File: src/hw/rtl/clp_pkg.sv
// Shared types, codes and line tables for the charlieplexed LED scanner.
package clp_pkg;

	// Input transaction kinds
	typedef enum logic [1:0] {
		KIND_TICK          = 2'd0,
		KIND_SET_LED       = 2'd1,
		KIND_SET_INTENSITY = 2'd2
	} kind_t;

	// Configuration register indexes
	localparam logic CFG_BLINK_PERIOD = 1'b0;
	localparam logic CFG_SCAN_PERIOD  = 1'b1;

	// Configuration reset values
	localparam logic [15:0] BLINK_PERIOD_RST = 16'd500;
	localparam logic [15:0] SCAN_PERIOD_RST  = 16'd2;
	localparam logic [15:0] ELAPSED_MAX      = 16'hFFFF;

	// Timer events for one processed transaction
	typedef struct packed {
		logic blink_flip;
		logic scan_fire;
	} scan_evt_t;

	// Anode line of each LED slot
	function automatic logic [1:0] anode_of(input logic [3:0] slot);
		logic [1:0] a;
		case (slot)
			4'd0:    a = 2'd0;
			4'd1:    a = 2'd1;
			4'd2:    a = 2'd1;
			4'd3:    a = 2'd2;
			4'd4:    a = 2'd1;
			4'd5:    a = 2'd3;
			4'd6:    a = 2'd2;
			4'd7:    a = 2'd3;
			4'd8:    a = 2'd0;
			4'd9:    a = 2'd0;
			4'd10:   a = 2'd2;
			4'd11:   a = 2'd3;
			default: a = 2'd0;
		endcase
		return a;
	endfunction

	// Cathode line of each LED slot
	function automatic logic [1:0] cathode_of(input logic [3:0] slot);
		logic [1:0] c;
		case (slot)
			4'd0:    c = 2'd1;
			4'd1:    c = 2'd0;
			4'd2:    c = 2'd2;
			4'd3:    c = 2'd1;
			4'd4:    c = 2'd3;
			4'd5:    c = 2'd1;
			4'd6:    c = 2'd3;
			4'd7:    c = 2'd2;
			4'd8:    c = 2'd3;
			4'd9:    c = 2'd2;
			4'd10:   c = 2'd0;
			4'd11:   c = 2'd0;
			default: c = 2'd0;
		endcase
		return c;
	endfunction

endpackage

File: src/hw/rtl/charlieplex_led_scanner.sv
// Top level of the charlieplexed LED scanner: input stage, result register.
//
//  channel  | handshake            | payload
//  ---------+----------------------+-------------------------------------------
//  input    | in_valid / in_ready  | kind, led, lit, intensity, blink
//  result   | out_valid / out_ready| scanned_led, active, anode_line,
//           |                      | cathode_line, duty
//  config   | cfg_we               | cfg_index, cfg_data
//
// One transaction per cycle unless the result stalls: an item is registered, then
// processed through the timer and LED bank into the result register.
// A tick that completes a scan period yields one result; other items yield none.
// Asynchronous reset loads all control, timer and LED state; payload registers
// carry no reset since their valid bits guard them. No clearing pass is needed.
// A stalled result holds the input stage; the input register and the result
// register let a new item enter while the result waits to be taken.
module charlieplex_led_scanner #(
	parameter int         NUM_LEDS          = 9,
	parameter logic [7:0] DEFAULT_INTENSITY = 8'd128
) (
	input  logic        clk,
	input  logic        arst_n,
	input  logic        in_valid,
	output logic        in_ready,
	input  logic [1:0]  kind,
	input  logic [3:0]  led,
	input  logic        lit,
	input  logic [7:0]  intensity,
	input  logic        blink,
	output logic        out_valid,
	input  logic        out_ready,
	output logic [3:0]  scanned_led,
	output logic        active,
	output logic [1:0]  anode_line,
	output logic [1:0]  cathode_line,
	output logic [7:0]  duty,
	input  logic        cfg_we,
	input  logic        cfg_index,
	input  logic [15:0] cfg_data
);

	localparam int POS_W = (NUM_LEDS > 1) ? $clog2(NUM_LEDS) : 1;

	logic               valid_s1;
	logic [1:0]         kind_s1;
	logic [3:0]         led_s1;
	logic               lit_s1;
	logic [7:0]         intensity_s1;
	logic               blink_s1;
	logic               adv_s1;
	logic               tick;
	logic               set_led;
	logic               set_inten;
	logic               led_ok;
	clp_pkg::scan_evt_t evt;
	logic [POS_W-1:0]   pos;
	logic               res_active;
	logic [1:0]         res_anode;
	logic [1:0]         res_cathode;
	logic [7:0]         res_duty;
	logic               out_valid_s2;
	logic [3:0]         scanned_led_s2;
	logic               active_s2;
	logic [1:0]         anode_line_s2;
	logic [1:0]         cathode_line_s2;
	logic [7:0]         duty_s2;

	// Stage 1 moves on when the result register is free or being emptied
	assign adv_s1   = valid_s1 && (!out_valid_s2 || out_ready);
	assign in_ready = !valid_s1 || adv_s1;

	// Decode of the staged transaction
	assign led_ok    = (led_s1 < 4'(NUM_LEDS));
	assign tick      = adv_s1 && (kind_s1 == clp_pkg::KIND_TICK);
	assign set_led   = adv_s1 && led_ok && (kind_s1 == clp_pkg::KIND_SET_LED);
	assign set_inten = adv_s1 && led_ok && (kind_s1 == clp_pkg::KIND_SET_INTENSITY);

	// Input register
	always_ff @(posedge clk or negedge arst_n) begin
		if (!arst_n) begin
			valid_s1 <= 1'b0;
		end else if (in_valid && in_ready) begin
			valid_s1 <= 1'b1;
		end else if (adv_s1) begin
			valid_s1 <= 1'b0;
		end
	end

	always_ff @(posedge clk) begin
		if (in_valid && in_ready) begin
			kind_s1      <= kind;
			led_s1       <= led;
			lit_s1       <= lit;
			intensity_s1 <= intensity;
			blink_s1     <= blink;
		end
	end

	clp_scan_timer #(
		.NUM_LEDS (NUM_LEDS),
		.POS_W    (POS_W)
	) u_timer (
		.clk       (clk),
		.arst_n    (arst_n),
		.tick      (tick),
		.cfg_we    (cfg_we),
		.cfg_index (cfg_index),
		.cfg_data  (cfg_data),
		.evt       (evt),
		.pos       (pos)
	);

	clp_led_bank #(
		.NUM_LEDS          (NUM_LEDS),
		.POS_W             (POS_W),
		.DEFAULT_INTENSITY (DEFAULT_INTENSITY)
	) u_bank (
		.clk          (clk),
		.arst_n       (arst_n),
		.set_led      (set_led),
		.set_inten    (set_inten),
		.led          (led_s1),
		.lit          (lit_s1),
		.intensity    (intensity_s1),
		.blink        (blink_s1),
		.evt          (evt),
		.pos          (pos),
		.active       (res_active),
		.anode_line   (res_anode),
		.cathode_line (res_cathode),
		.duty         (res_duty)
	);

	// Result register
	always_ff @(posedge clk or negedge arst_n) begin
		if (!arst_n) begin
			out_valid_s2 <= 1'b0;
		end else if (adv_s1) begin
			out_valid_s2 <= evt.scan_fire;
		end else if (out_ready) begin
			out_valid_s2 <= 1'b0;
		end
	end

	always_ff @(posedge clk) begin
		if (evt.scan_fire) begin
			scanned_led_s2  <= 4'(pos);
			active_s2       <= res_active;
			anode_line_s2   <= res_anode;
			cathode_line_s2 <= res_cathode;
			duty_s2         <= res_duty;
		end
	end

	assign out_valid    = out_valid_s2;
	assign scanned_led  = scanned_led_s2;
	assign active       = active_s2;
	assign anode_line   = anode_line_s2;
	assign cathode_line = cathode_line_s2;
	assign duty         = duty_s2;

`ifndef NO_ASSERTIONS
	// Scan position never leaves the LED range
	a_pos_range: assert property (@(posedge clk) disable iff (!arst_n)
		32'(pos) < NUM_LEDS)
		else $error("scan position out of range");

	// An idle LED drives no lines and no duty
	a_inactive_zero: assert property (@(posedge clk) disable iff (!arst_n)
		(out_valid && !active) |->
		(anode_line == 2'd0 && cathode_line == 2'd0 && duty == 8'd0))
		else $error("inactive result carries line or duty data");

	// Input is held off only by a stalled result
	a_ready_stall: assert property (@(posedge clk) disable iff (!arst_n)
		!in_ready |-> (valid_s1 && out_valid && !out_ready))
		else $error("input stalled without a waiting result");

	// A result is only produced by a processed tick
	a_result_src: assert property (@(posedge clk) disable iff (!arst_n)
		(out_valid && !$past(out_valid && !out_ready)) |->
		$past(adv_s1 && kind_s1 == clp_pkg::KIND_TICK))
		else $error("result without a tick");
`endif

endmodule

File: src/hw/rtl/clp_scan_timer.sv
// Blink and scan period counters, period registers and scan position.
module clp_scan_timer #(
	parameter int NUM_LEDS = 9,
	parameter int POS_W    = 4
) (
	input  logic                 clk,
	input  logic                 arst_n,
	input  logic                 tick,
	input  logic                 cfg_we,
	input  logic                 cfg_index,
	input  logic [15:0]          cfg_data,
	output clp_pkg::scan_evt_t   evt,
	output logic [POS_W-1:0]     pos
);

	logic [15:0]      blink_period_q;
	logic [15:0]      scan_period_q;
	logic [15:0]      blink_elapsed_q;
	logic [15:0]      scan_elapsed_q;
	logic [POS_W-1:0] pos_q;
	logic [15:0]      blink_inc;
	logic [15:0]      scan_inc;

	// Saturating increments; a zero period fires like a period of one
	assign blink_inc = (blink_elapsed_q == clp_pkg::ELAPSED_MAX) ?
	                   blink_elapsed_q : blink_elapsed_q + 16'd1;
	assign scan_inc  = (scan_elapsed_q == clp_pkg::ELAPSED_MAX) ?
	                   scan_elapsed_q : scan_elapsed_q + 16'd1;

	assign evt.blink_flip = tick && (blink_inc >= blink_period_q);
	assign evt.scan_fire  = tick && (scan_inc >= scan_period_q);
	assign pos            = pos_q;

	// Configuration writes
	always_ff @(posedge clk or negedge arst_n) begin
		if (!arst_n) begin
			blink_period_q <= clp_pkg::BLINK_PERIOD_RST;
			scan_period_q  <= clp_pkg::SCAN_PERIOD_RST;
		end else if (cfg_we) begin
			case (cfg_index)
				clp_pkg::CFG_BLINK_PERIOD: blink_period_q <= cfg_data;
				clp_pkg::CFG_SCAN_PERIOD:  scan_period_q  <= cfg_data;
				default: ;
			endcase
		end
	end

	// Elapsed counters and scan position advance on ticks
	always_ff @(posedge clk or negedge arst_n) begin
		if (!arst_n) begin
			blink_elapsed_q <= '0;
			scan_elapsed_q  <= '0;
			pos_q           <= '0;
		end else if (tick) begin
			blink_elapsed_q <= evt.blink_flip ? 16'd0 : blink_inc;
			scan_elapsed_q  <= evt.scan_fire ? 16'd0 : scan_inc;
			if (evt.scan_fire) begin
				pos_q <= (pos_q == POS_W'(NUM_LEDS - 1)) ? '0 : pos_q + POS_W'(1);
			end
		end
	end

endmodule

File: src/hw/rtl/clp_led_bank.sv
// Per-LED flag and intensity registers, plus lookup of the scanned LED.
module clp_led_bank #(
	parameter int         NUM_LEDS          = 9,
	parameter int         POS_W             = 4,
	parameter logic [7:0] DEFAULT_INTENSITY = 8'd128
) (
	input  logic               clk,
	input  logic               arst_n,
	input  logic               set_led,
	input  logic               set_inten,
	input  logic [3:0]         led,
	input  logic               lit,
	input  logic [7:0]         intensity,
	input  logic               blink,
	input  clp_pkg::scan_evt_t evt,
	input  logic [POS_W-1:0]   pos,
	output logic               active,
	output logic [1:0]         anode_line,
	output logic [1:0]         cathode_line,
	output logic [7:0]         duty
);

	logic       lit_q   [NUM_LEDS];
	logic       blink_q [NUM_LEDS];
	logic       phase_q [NUM_LEDS];
	logic [7:0] inten_q [NUM_LEDS];
	logic       phase_now;
	logic [3:0] slot;

	// Updates, blink phase flips
	always_ff @(posedge clk or negedge arst_n) begin
		if (!arst_n) begin
			for (int i = 0; i < NUM_LEDS; i++) begin
				lit_q[i]   <= 1'b0;
				blink_q[i] <= 1'b0;
				phase_q[i] <= 1'b1;
				inten_q[i] <= DEFAULT_INTENSITY;
			end
		end else begin
			for (int i = 0; i < NUM_LEDS; i++) begin
				if ((set_led || set_inten) && led == 4'(i)) begin
					inten_q[i] <= intensity;
				end
				if (set_led && led == 4'(i)) begin
					lit_q[i]   <= lit;
					blink_q[i] <= blink;
				end
				if (evt.blink_flip && blink_q[i]) begin
					phase_q[i] <= ~phase_q[i];
				end
			end
		end
	end

	// Result for the scanned LED; phase reflects a flip on the same tick
	always_comb begin
		slot         = 4'(pos);
		phase_now    = phase_q[pos] ^ (evt.blink_flip && blink_q[pos]);
		active       = lit_q[pos] && !(blink_q[pos] && !phase_now);
		anode_line   = active ? clp_pkg::anode_of(slot) : 2'd0;
		cathode_line = active ? clp_pkg::cathode_of(slot) : 2'd0;
		duty         = active ? inten_q[pos] : 8'd0;
	end

endmodule
File: config.mk
export PLATFORM = sky130hd
export DESIGN_NAME = charlieplex_led_scanner
export DESIGN_NICKNAME = d
export VERILOG_FILES = /design/src/hw/rtl/clp_pkg.sv /design/src/hw/rtl/charlieplex_led_scanner.sv /design/src/hw/rtl/clp_scan_timer.sv /design/src/hw/rtl/clp_led_bank.sv
export SDC_FILE = /design/constraint.sdc
export NUM_CORES = 1
export LEC_CHECK = 0
export BUFFER_PORTS_ARGS = -buffer_cell sky130_fd_sc_hd__clkbuf_2
export CAP_MARGIN = 10
export CORE_MARGIN = 10
export CORE_UTILIZATION = 32
export DETAILED_ROUTE_END_ITERATION = 6
export MAX_ROUTING_LAYER = met4
export PLACE_DENSITY_LB_ADDON = 0.08
export SLEW_MARGIN = 10
export SYNTH_ARGS = -nofsm -noshare
export SYNTH_HDL_FRONTEND = slang
export SYNTH_HIERARCHICAL = 1
export SYNTH_SLANG_ARGS = --single-unit
File: constraint.sdc
create_clock -name clk -period 7.4 [get_ports clk]
set_clock_uncertainty 0.1 [all_clocks]
set_input_delay 0.37 -clock clk [delete_from_list [all_inputs] [get_ports clk]]
set_output_delay 0.37 -clock clk [all_outputs]
set_load 0.05 [all_outputs]
== Word level (Yosys, flattened, before mapping) ==
Memory sizes are Yosys's and may differ from the RTL's. A register that Yosys moved wholly into a read port is not among the register bits.
Index checks and enable logic that the tools add are counted.
Storage, ports and cells
  memories: 2
  output and inout port bits: 19
  input port bits: 38
  register bits: 198
  logic and storage cells: 160
  bits in read-only memories: 64
Memories
  (name not given): depth 16, bits a word 2, rd ports 1, clocked after Yosys merged registers in 1, write ports 0, line clp_pkg.sv:29  | case (slot)
  (name not given): depth 16, bits a word 2, rd ports 1, clocked after Yosys merged registers in 1, write ports 0, line clp_pkg.sv:50  | case (slot)
Cells by class
  reduce and logical (&&, ||, !) cells: 54
  $add $sub $neg: 3
  $lt $le $gt $ge: 4
  equality and inequality tests: 13
  bitwise operators: 12
  mux-type cells: 21
Operators with widths (count)
  two-way mux 16 bit: 4
  logical AND 1 bit: 38
  adder 16 x 1 -> 16 bit (second input constant): 2
  binary-select mux 8 bit (select 4 bit): 1
  == test 16 bit (second input constant): 2
  greater-or-equal comparator 16 bit: 2
  == test 4 x 3 -> 1 bit (second input constant): 4
  two-way mux 8 bit: 2
  binary-select mux 1 bit (select 4 bit): 3
  two-way mux 1 bit: 10
  inverter 1 bit: 10
  == test 4 x 2 -> 1 bit (second input constant): 2
  == test 4 bit (second input constant): 2
  zero test 1 bit: 6
  AND reduction 2 bit: 3
  greater-or-equal comparator 5 bit (second input constant): 1
  inverter 4 -> 5 bit: 1
  adder 4 x 1 -> 4 bit (second input constant): 1
  == test 4 x 1 -> 1 bit (second input constant): 1
  zero test 4 bit: 1
  less-than comparator 4 bit (second input constant): 1
  two-way mux 4 bit: 1
  nonzero test 2 bit: 2
  logical OR 1 bit: 3
  other kinds (4): 4

== Longest topological paths before layout ==
Gate-level depths: netlist of the first run.
  depth in word-level cells: 12
  mapped depth: 19
  mapped depth without buffers: 16

== By module ==
Netlist of the first run, hierarchy kept.
Modules (own cells, without submodules)
  clp_led_bank: times used 1, area each 5019.8 µm², cells each 368
  clp_scan_timer: times used 1, area each 4443.0 µm², cells each 491
  charlieplex_led_scanner: times used 1, area each 1129.8 µm², cells each 46

== Least setup slack after synthesis of the first run ==
OpenSTA, ideal clock, no wires.
  path type: register to register
  from: register u_timer.blink_elapsed_q[0]
  to: register duty_s2[1] (netlist: duty[1]) (data pin)
  library setup time: 0.190 ns
  cell stages (with the launch flop): 19
  slack: 3.127 ns
  arrival: 3.984 ns
  required time: 7.110 ns
  cell sequence: dfrtp_1 -> ha_1 -> and3_1 -> and4bb_2 -> a31o_2 -> o21a_1 -> or2_2 -> ha_1 -> nand2_1 -> nor3_1 -> o21ai_0 -> and3_1 -> clkbuf_1 -> buf_2 -> nor2_1 -> a21boi_0 -> mux2i_4 -> buf_6 -> a222oi_1
RTL lines
  from (decl): line clp_scan_timer.sv:18  | logic [15:0] blink_elapsed_q;
  from (signal assigned): line clp_scan_timer.sv:55  | blink_elapsed_q <= evt.blink_flip ? 16'd0 : blink_inc;
  to (signal assigned): line charlieplex_led_scanner.sv:151  | duty_s2 <= res_duty;
  to (decl): line charlieplex_led_scanner.sv:66  | logic [7:0] duty_s2;

==> results of run 1 <==
-- flip-flops by register name, indices dropped and copies added (netlist names) --
register,cells
u_timer/scan_elapsed_q,16
u_bank/blink_q,9
scanned_led,4
u_bank/phase_q,9
u_timer/blink_elapsed_q,16
valid_s1,1
kind_s1,2
u_bank/lit_q,9
intensity_s1,8
u_timer/scan_period_q,16
active,1
blink_s1,1
lit_s1,1
u_timer/pos,4
u_timer/blink_period_q,16
cathode_line,2
led_s1,4
anode_line,2
u_bank/inten_q,72
duty,8
out_valid,1
-- through the flow --
step	hold slack [ps]	power (mW)
after floorplan	-25.59	1.757
after global routing	17.12	3.220
after CTS	0.8213	3.096
after detailed placement	323.8	1.903
after global placement	323.1	1.899
final	22.63	3.042
-- cells by family (layout without fill, tap and decap cells) --
group | Yosys count | after routing | synth area share [%]
compound gates | 158 | 158 | 10.17
xor+xnor | 31 | 31 | 2.563
flops | 202 | 202 | 49.57
simple gates | 226 | 226 | 11.22
buf+inv | 89 | 188 | 4.028
mux | 156 | 156 | 17.36
fa+ha+maj | 43 | 43 | 5.079
-- power by group --
| group | total, mW | switching (mW) | leakage, nW | internal [mW] |
|---|---|---|---|---|
| clock network | 1.15 | 0.481 | 0.389 | 0.670 |
| logic | 0.512 | 0.251 | 2.48 | 0.261 |
| registers | 1.38 | 0.112 | 2.46 | 1.27 |
| total | 3.04 | 0.844 | 5.33 | 2.20 |
-- metal layers --
metal	up-vias	routed length, um	GRT usage [%]
met4	0	343	2.899
met5	-	0	-
met1	3500	14270	19.91
met3	31	828	1.935
li1	3467	-	-
met2	89	10790	17.83
-- cells in the mapped netlist (4+ instances only) --
library cell	number
sky130_fd_sc_hd__mux2i_1	33
sky130_fd_sc_hd__a21o_1	4
sky130_fd_sc_hd__a22o_1	5
sky130_fd_sc_hd__nor4_1	4
sky130_fd_sc_hd__nor3_1	20
sky130_fd_sc_hd__buf_2	10
sky130_fd_sc_hd__o21a_1	6
sky130_fd_sc_hd__a21oi_1	30
sky130_fd_sc_hd__nand4_1	9
sky130_fd_sc_hd__o21ai_0	47
sky130_fd_sc_hd__nand3_1	22
sky130_fd_sc_hd__dfstp_2	25
sky130_fd_sc_hd__a31o_2	7
sky130_fd_sc_hd__nand2_1	77
sky130_fd_sc_hd__a221oi_1	12
sky130_fd_sc_hd__edfxtp_1	33
sky130_fd_sc_hd__a222oi_1	8
sky130_fd_sc_hd__xnor2_1	24
sky130_fd_sc_hd__ha_1	43
sky130_fd_sc_hd__inv_1	46
sky130_fd_sc_hd__o21ai_1	4
sky130_fd_sc_hd__a31oi_1	6
sky130_fd_sc_hd__xor2_1	7
sky130_fd_sc_hd__mux4_2	10
sky130_fd_sc_hd__dfrtp_1	144
sky130_fd_sc_hd__o2bb2ai_1	6
sky130_fd_sc_hd__nand2b_1	7
sky130_fd_sc_hd__nor2b_1	12
sky130_fd_sc_hd__and3_1	11
sky130_fd_sc_hd__clkbuf_1	22
sky130_fd_sc_hd__mux2_2	112
sky130_fd_sc_hd__nor2_1	33
-- final timing paths --
path	startpoint	to	cells past startpoint	slack (ps)
max	u_timer/blink_elapsed_q[0]	duty[1]	16	2100
min	cfg_data[15]	u_timer/blink_period_q[15]	3	20
max reg2reg	u_timer/blink_elapsed_q[0]	duty[1]	16	2100
min reg2reg	u_bank/phase_q[2]	u_bank/phase_q[2]	1	380
max in group asynchronous	arst_n	u_timer/pos[0]	3	5680
min in group asynchronous	arst_n	u_bank/inten_q[70]	2	330
-- area by class of cell --
| cell class | instances | area, um^2 |
|---|---|---|
| fillers | 3190 | 20280 |
| flip-flops and latches | 202 | 5253 |
| multi-input cells | 614 | 4926 |
| clock buffers | 34 | 710.7 |
| repair buffers | 96 | 659.4 |
| well taps | 442 | 553.0 |
| inverters | 47 | 176.4 |
| clock inverters | 11 | 57.56 |
-- cell usage in the layout, fill, tap and decap left out, drive strengths merged, types with 8 or more instances in the layout --
cell         synthesis  final
clkbuf              23     89
nor2b               12     12
mux2i               34     34
inv                 47     48
nor2                36     36
mux2               112    112
mux4                10     10
buf                 19     12
dfrtp              144    144
a221oi              12     12
and3                13     13
dlygate4sd3          0     29
clkinv               0     10
nand4               12     12
o21ai               51     51
dfstp               25     25
nand2               77     77
a21oi               30     30
xnor2               24     24
nand3               22     22
ha                  43     43
edfxtp              33     33
a222oi               8      8
nor3                21     21
-- worst reg2reg max path: cells and delay by family (launching register included) --
kind | cells | cell delay, ps
and+or+nand+nor | 8 | 2290
AOI/OAI and AO/OA | 5 | 1460
adders and majority gates | 2 | 530
DFF | 1 | 420
xor gates and xnor gates | 1 | 190
==> results.yml, run 1 <==
detailed_routing:
  final_wl_mm: 26.23
  drt_pass1_iterations: 7
  via_to_cell_ratio: 4.901
  route.antenna.remaining_nets: 0
  via_count: 7087
  wl_per_cell_um: 18.14
  route.detailed.drc: 1
  first_iteration_detailed_routing_drc_count: 332
synth:
  synth.yosys.seq_area_share_pct: 49.57
  synthTopCellsByArea: "sky130_fd_sc_hd__dfrtp_1 (34%), sky130_fd_sc_hd__mux2_2 (12%), sky130_fd_sc_hd__edfxtp_1 (9.4%)"
  post_synth_edffs: 33
  ys_ff_latch: 202
  syn_area_um2: 10590
  top_cell_type_s_share_of_synthesized_area_pct: 34.02
  cell_variety_after_synth: 71
  synth.net_count: 986
  synth_ff_type: "sky130_fd_sc_hd__dfrtp_1"
  postSynth.asyncResetShare_pct: 83.66
  synth_area_leader_cell: "sky130_fd_sc_hd__dfrtp_1"
  number_of_warning_messages_in_the_yosys_log: 6
  synth_area_per_cell_um2: 11.70
  synthesis.instances: 905
timing:
  post-route-period-util_pct: 71.63
  final_max_slew_viol_count: 0
  maxClockFrequency_mhz: 188.7
  fin_ws_ps: 2099
  fin_crit_ps: 5301
  grt_setup_unrepaired: "false"
  final-hold-violation-count: 0
  finalSetupViolations: 0
  worstMarginPinSlew_ps: 986.9
  setup-tns-final_ps: 0
  relSlewSlack_pct: 33.76
die:
  die_h_um: 201.9
  floorplan.rows: 66
  area_enclosed_by_the_die_boundary_um2: 40780
  core_um2: 32620
  fp.dieW_um: 201.9
  initial_core_util_pct: 32.47
  io-pin-count: 57
layout:
  area_growth_syn_to_layout_pct: 16.45
  antenna_cells: 0
  fin_util_pct: 37.82
  post-route-cell-area_um2: 12340
  num-nets-final: 1067
  layout-drive-gt1-share_pct: 28.29
  layout.cells.non_filler: 1446
clocking:
  tritoncts: "built"
  ctsHtreeMaxLevel: 1
  cts_max_path_buffers: 3
  cts-root-buf: "sky130_fd_sc_hd__clkbuf_16"
  ctsResizeCount: 0
  cts_buffers: 25
  post_cts_buffers: 0
  post_cts_hold_buffer_count: 29
  cts.sink_count: 202
  cts.reportedPaths.clkPinSlew_ps: 60
  clk-insertion-delay-late_ps: 520
grt:
  overflow: 0
  overall_fraction_of_global_route_tracks_in_use_pct: 13.12
  first_global_vias: 7255
  antenna_violations_before_repair: 0
  grt_max_degree: 65
  grt_first_pass_wirelength_mm: 42.21
setup_path:
  cp-start-kind: "register"
  slowest_library_cell_on_the_worst_path: "sky130_fd_sc_hd__nor2_1"
  timing_worst_setup_path_type: "register to register"
  gate_family_responsible_for_the_most_delay_along_the_worst_path: "simple AND/OR/NAND/NOR gates"
  bufs_and_invs_on_worst_path: 0
  critPathMaxFanout: 14
  worst_ep_required_time_ps: 7510
  crit_path_max_incr_delay_ps: 670
  critPathArrivalTime_ps: 5410
  cp_cell_sequence: "ha_1 > and3_1 > and4bb_2 > a31o_2 > o21a_1 > or2_2 > ha_1 > nand2_1 > nor3_1 > o21ai_0 > and3_1 > nor2_1 > xnor2_1 > nand3_1 > o21ai_1 > a222oi_1"
  worstSetupEndpointType: "register"
placed_design:
  detailed_place.area_um2: 11280
  gp_routability_congestion: 0.7470
  pre_cts_setup_slack_ps: 2069
  port_buffers: 56
  hpwlAfterDp_mm: 17.92
  dpl.cell_count: 1372
power_and_ir_drop:
  irDropWorstVdd_uv: 175.4
  powerDensity_nw_per_um2: 246.6
  cellLeakagePower_nw: 5.333
status:
  result_of_the_run: "complete, but fails checks"
  failed_checks: "design-rule violations"
flow_run:
  timing.max_cap.violations: 0
hold_path:
  min_path_type: "primary input to register"
Note: power is estimated with default switching activity, not from simulation.
==> inputs of run 2 (changes only) <==
==> constraint.sdc (replaced) <==
create_clock -name clk -period 4.4 [get_ports clk]
set_clock_uncertainty 0.1 [all_clocks]
set_input_delay 0.22 -clock clk [delete_from_list [all_inputs] [get_ports clk]]
set_output_delay 0.22 -clock clk [all_outputs]
set_load 0.05 [all_outputs]
==> run 2 against run 1 <==
Compared with the run above: critical path type unchanged; sequential power up 68%; sequential share of layout area shrank 0.98 points; flip-flop and latch count unchanged; critical endpoint is now duty[0]; cell count increased by 1.9%; largest cell class unchanged; the run still ends with design-rule violations left; highest routed layer unchanged; critical path depth stayed put.
==> results.yml, run 2 (synthesis results as in run 1) <==
status:
  result_of_the_run: "complete, but fails checks"
  failed_checks: "design-rule violations"
placed_design:
  port_buffers: 56
  hpwlAfterDp_mm: 18.27
  gp_routability_congestion: 0.7562
  detailed_place.area_um2: 11400
detailed_routing:
  route.detailed.drc: 4
  wl_per_cell_um: 18.13
  final_wl_mm: 26.70
  route.antenna.remaining_nets: 0
  drt_pass1_iterations: 7
  via_count: 7227
  via_to_cell_ratio: 4.906
  first_iteration_detailed_routing_drc_count: 393
power_and_ir_drop:
  cellLeakagePower_nw: 5.460
  powerDensity_nw_per_um2: 407.3
  total_power_mw: 5.142
  irDropWorstVdd_uv: 291.1
timing:
  fin_crit_ps: 4041
  worstMarginPinSlew_ps: 872.4
  relSlewSlack_pct: 41.84
  grt_setup_unrepaired: "false"
  final_max_slew_viol_count: 0
  final-hold-violation-count: 0
  maxClockFrequency_mhz: 247.5
  post-route-period-util_pct: 91.83
  finalSetupViolations: 0
clocking:
  cts.reportedPaths.clkPinSlew_ps: 60
  ctsHtreeMaxLevel: 1
  clk-insertion-delay-late_ps: 530
  cts-root-buf: "sky130_fd_sc_hd__clkbuf_16"
  tritoncts: "built"
  cts_max_path_buffers: 3
  cts_buffers: 25
  cts.sink_count: 202
setup_path:
  slowest_library_cell_on_the_worst_path: "sky130_fd_sc_hd__a222oi_1"
  worst_ep_required_time_ps: 4610
  critPathMostFrequentCell: "sky130_fd_sc_hd__ha_1"
  worstSetupEndpointType: "register"
  critPathMaxFanout: 8
  crit_path_max_incr_delay_ps: 390
  cp-start-kind: "register"
  timing_worst_setup_path_type: "register to register"
  worstSetupStartpoint: "u_timer/blink_elapsed_q[0]"
  cp_cell_sequence: "ha_1 > and3_4 > and4bb_4 > a31o_4 > o21a_1 > or2_2 > ha_1 > nand2_1 > nor3_2 > a31oi_1 > and3_2 > nor2_4 > buf_6 > a21boi_4 > mux2i_4 > a222oi_1"
  r2r-start: "u_timer/blink_elapsed_q[0]"
  critPathArrivalTime_ps: 4250
hold_path:
  worst_hold_startpoint: "cfg_index"
  min_path_type: "primary input to register"
die:
  area_enclosed_by_the_die_boundary_um2: 40780
  fp.dieW_um: 201.9
  core_um2: 32620
  io-pin-count: 57
  initial_core_util_pct: 32.47
  die_h_um: 201.9
  floorplan.rows: 66
grt:
  overall_fraction_of_global_route_tracks_in_use_pct: 13.31
  grt_first_pass_wirelength_mm: 43.01
  antenna_violations_before_repair: 0
  overflow: 0
  grt_max_degree: 83
  first_global_vias: 7423
layout:
  layout-drive-gt1-share_pct: 29.87
  largest_register_ffs: 72
  num-nets-final: 1093
  area_growth_syn_to_layout_pct: 19.19
  post-route-cell-area_um2: 12630
  antenna_cells: 0
  most_flop_heavy_register: "u_bank/inten_q"
  layout.filler_cells: 3219
  most_common_library_cell_in_the_layout_ignoring_fill_and_taps: "sky130_fd_sc_hd__dfrtp_1"
  highest_count_cells_in_the_layout_ignoring_fill_and_taps: "sky130_fd_sc_hd__dfrtp_1 (143), sky130_fd_sc_hd__mux2_2 (112), sky130_fd_sc_hd__nand2_1 (77), sky130_fd_sc_hd__clkbuf_2 (55), sky130_fd_sc_hd__inv_1 (46)"
flow_run:
  timing.max_cap.violations: 0
==> run 2: power by group <==
group / internal [mW] / switching (mW)
Clock: 1.13 / 0.792
Sequential: 2.13 / 0.187
Combinational: 0.463 / 0.432
Total: 3.73 / 1.41
==> run 2: timing repair <==
item	4_1_cts	5_1_grt
hold buffers	35	0
pin swaps	2	4
gates resized for setup	1	16
cloned	0	2
hold endpoints to repair	116	0
buffers inserted	0	5
endpoints found under the setup margin	9	13
==> run 2: layout make-up <==
cell class | count | area, um^2 | share of cell area [%]
Sequential cell | 202 | 5253 | 41.60
Tap cell | 442 | 553.0 | 4.380
Timing Repair Buffer | 121 | 888.4 | 7.036
Clock buffer | 41 | 735.7 | 5.827
Clock inverter | 5 | 28.78 | 0.2279
Inverter | 47 | 176.4 | 1.397
Multi-Input combinational cell | 615 | 4991 | 39.53
==> run 2: per-layer routing <==
layer  track usage [%]  share of wire [%]  vias to the layer above  routed length, um
li1                  -                  -                     3524                  -
met1             19.69                 53                     3560              14260
met2             18.57                 41                      105              11020
met3             1.935                3.6                       38                949
met4             3.248                1.8                        0                471
met5                 -                  0                        -                  0
==> run 2: final timing paths <==
path	to	slack, ps	cells after the start
max	duty[0]	360	16
min	u_timer/blink_period_q[7]	110	5
max reg2reg	duty[0]	360	16
min reg2reg	u_bank/phase_q[6]	390	1
max in group asynchronous	u_timer/blink_elapsed_q[8]	2820	3
min in group asynchronous	u_bank/inten_q[54]	240	2
==> run 2: critical path: cells and delay by family (launching register included) <==
| family | cells | cell delay, ps |
|---|---|---|
| flip-flops | 1 | 380 |
| AO/OA/AOI/OAI | 5 | 1200 |
| buffers and inverters | 1 | 140 |
| AND/OR/NAND/NOR | 7 | 1320 |
| multiplexers | 1 | 150 |
| adder cells (fa/ha/maj) | 2 | 520 |
==> run 2: per-stage QoR <==
stage	setup WS, ps	utilization [%]	setup TNS, ps	cells	hold slack (ps)
after global routing	6.361	38.71	0	1473	135.3
after global placement	78.45	34.95	0	1385	259.9
after detailed placement	-99.81	34.95	-320.2	1385	251.8
after CTS	4.004	38.37	0	1466	77.97
final	359.3	38.71	0	1473	105.1
after floorplan	126.6	-	0	905	-175.6
==> inputs of run 3 (changes only) <==
--- a/config.mk
+++ b/config.mk
@@ -7,8 +7,11 @@
 export LEC_CHECK = 0
 export BUFFER_PORTS_ARGS = -buffer_cell sky130_fd_sc_hd__clkbuf_2
 export CAP_MARGIN = 10
+export CELL_PAD_IN_SITES_DETAIL_PLACEMENT = 1
+export CELL_PAD_IN_SITES_GLOBAL_PLACEMENT = 2
 export CORE_MARGIN = 10
 export CORE_UTILIZATION = 32
+export CTS_BUF_LIST = sky130_fd_sc_hd__clkbuf_8
 export DETAILED_ROUTE_END_ITERATION = 6
 export MAX_ROUTING_LAYER = met4
 export PLACE_DENSITY_LB_ADDON = 0.08
==> run 3 against run 2 <==
Compared with the run above: the flow now finishes without violations; register-to-register slack worse by 70 ps; die area stayed put; maximum frequency is 1.6% lower; clock-buffer cell count is 2 higher; wire length is 4.4% higher; flip-flop and latch count stayed put; via count is 3.2% higher; critical path type unchanged; global-route usage is 0.93 points higher; non-clock buffer count is 4 lower; highest routed layer unchanged; design area is 0.53% lower; sequential power hardly changed; critical path depth stayed put.
==> results.yml, run 3 (synthesis results as in run 1) <==
timing:
  final-hold-violation-count: 0
  maxClockFrequency_mhz: 243.4
  relSlewSlack_pct: 16.87
  post-route-period-util_pct: 93.37
  grt_setup_unrepaired: "false"
  finalSetupViolations: 0
  final_max_slew_viol_count: 0
  fin_crit_ps: 4108
  worstMarginPinSlew_ps: 1244
  worst_hold_slack_ps: 72.43
power_and_ir_drop:
  total_power_mw: 4.969
  irDropWorstVdd_uv: 207.7
  cellLeakagePower_nw: 5.498
  powerDensity_nw_per_um2: 395.7
die:
  io-pin-count: 57
  floorplan.rows: 66
  fp.dieW_um: 201.9
  die_h_um: 201.9
  area_enclosed_by_the_die_boundary_um2: 40780
  core_um2: 32620
  initial_core_util_pct: 32.47
setup_path:
  worst_ep_required_time_ps: 4640
  worst-r2r-setup-slack_ps: 290
  critPathArrivalTime_ps: 4350
  timing_worst_setup_path_type: "register to register"
  r2r-start: "u_timer/blink_elapsed_q[1]"
  cp-start-kind: "register"
  critPathMaxFanout: 13
  worstSetupEndpointType: "register"
  worstSetupStartpoint: "u_timer/blink_elapsed_q[1]"
detailed_routing:
  via_count: 7456
  route.antenna.remaining_nets: 0
  final_wl_mm: 27.86
  wl_per_cell_um: 18.61
  drt_pass1_iterations: 7
  route.detailed.drc: 0
  first_iteration_detailed_routing_drc_count: 344
  via_to_cell_ratio: 4.981
layout:
  largest_register_ffs: 72
  layout.filler_cells: 3565
  highest_count_cells_in_the_layout_ignoring_fill_and_taps: "sky130_fd_sc_hd__dfrtp_1 (143), sky130_fd_sc_hd__mux2_2 (112), sky130_fd_sc_hd__nand2_1 (77), sky130_fd_sc_hd__inv_1 (63), sky130_fd_sc_hd__clkbuf_2 (55)"
  most_common_library_cell_in_the_layout_ignoring_fill_and_taps: "sky130_fd_sc_hd__dfrtp_1"
  post-route-cell-area_um2: 12560
  most_flop_heavy_register: "u_bank/inten_q"
  num-nets-final: 1103
  layout-drive-gt1-share_pct: 29.98
  area_growth_syn_to_layout_pct: 18.57
clocking:
  cts.reportedPaths.clkPinSlew_ps: 60
  tritoncts: "built"
  cts_max_path_buffers: 3
  ctsHtreeMaxLevel: 2
  cts_buffers: 40
  clk-insertion-delay-late_ps: 550
  cts.sink_count: 202
  cts-root-buf: "sky130_fd_sc_hd__clkbuf_8"
hold_path:
  worst_hold_startpoint: "cfg_index"
  min_path_type: "primary input to register"
flow_run:
  timing.max_cap.violations: 0
grt:
  antenna_violations_before_repair: 1
  overflow: 0
  overall_fraction_of_global_route_tracks_in_use_pct: 14.24
  grt_max_degree: 100
  grt_first_pass_wirelength_mm: 45.57
  first_global_vias: 8024
placed_design:
  gp_routability_congestion: 0.7427
  detailed_place.area_um2: 11380
  hpwlAfterDp_mm: 19.11
  port_buffers: 56
status:
  result_of_the_run: "complete, no violations"
## run 3: cell count changes in the layout (fill, tap and decap cells not counted), sizes merged
| cell | before | now |
|---|---|---|
| diode | 0 | 1 |
| dlygate4sd3 | 35 | 38 |
| clkinvlp | 0 | 1 |
| buf | 31 | 24 |
| inv | 48 | 66 |
| mux2i | 35 | 34 |
| clkinv | 4 | 11 |
| clkbuf | 96 | 98 |
## run 3: per-stage QoR
| step | setup WS, ps | util, % | instances | TNS, ps |
|---|---|---|---|---|
| 4_1_cts | 64.34 | 38.31 | 1495 | 0 |
| 3_5_place_dp | -245.5 | 34.88 | 1383 | -2478 |
| 3_3_place_gp | -52.40 | 34.88 | 1383 | -396.6 |
| 2_1_floorplan | 126.6 | - | 905 | 0 |
| 5_1_grt | 5.362 | 38.50 | 1497 | 0 |
| 6_report | 291.8 | 38.50 | 1497 | 0 |
## run 3: worst max-delay path: stages, from the launching register on
cell	delay [ps]
sky130_fd_sc_hd__dfrtp_1	410
sky130_fd_sc_hd__ha_1	230
sky130_fd_sc_hd__and3_2	270
sky130_fd_sc_hd__and4bb_4	240
sky130_fd_sc_hd__a31o_4	280
sky130_fd_sc_hd__o21a_1	180
sky130_fd_sc_hd__or2_2	290
sky130_fd_sc_hd__ha_1	290
sky130_fd_sc_hd__nand2_1	80
sky130_fd_sc_hd__nor3_2	180
sky130_fd_sc_hd__a31oi_1	130
sky130_fd_sc_hd__and3_4	210
sky130_fd_sc_hd__nor2_4	200
sky130_fd_sc_hd__a21boi_4	230
sky130_fd_sc_hd__mux2i_4	90
sky130_fd_sc_hd__buf_12	150
sky130_fd_sc_hd__a222oi_1	320
## run 3: worst paths after layout
kind                                                  end  depth (start not counted)
max in group asynchronous       u_timer/blink_period_q[5]                          3
worst min-delay path            u_timer/blink_period_q[7]                          4
worst max register to register                    duty[7]                         16
worst max-delay path                              duty[7]                         16
worst min register to register          u_bank/phase_q[2]                          1
min in group asynchronous              u_bank/inten_q[69]                          2
## run 3: where the power goes
part | switching, mW | total (mW) | internal [mW] | leakage [nW]
clock network | 0.856 | 1.76 | 0.908 | 0.439
logic | 0.437 | 0.892 | 0.455 | 2.60
registers | 0.179 | 2.31 | 2.13 | 2.46
## run 3: layout make-up
cell class                      instances  area, um^2  share of cell area [%]
Antenna cell                            1       2.502                 0.01992
Clock buffer                           43       591.8                   4.712
Clock inverter                         31       138.9                   1.106
Inverter                               47       176.4                   1.405
Multi-Input combinational cell        614        4980                   39.65
Sequential cell                       202        5253                   41.82
Tap cell                              442       553.0                   4.403
Timing Repair Buffer                  117       864.6                   6.884
## run 3: metal layers
layer	wire length [um]	track usage (%)	vias up	share of wire, %
li1	-	-	3534	-
met1	12940	18.00	3779	46
met2	13500	22.75	103	48
met3	906	2.783	40	3.3
met4	517	4.107	0	1.9
met5	0	-	-	0
## run 3: repair_timing
action | CTS | global route
hold endpoints to repair | 136 | 0
setup buffers | 0 | 1
setup endpoints to repair | 13 | 13
gates resized for setup | 3 | 10
pin swaps | 0 | 3
hold buffers | 38 | 0
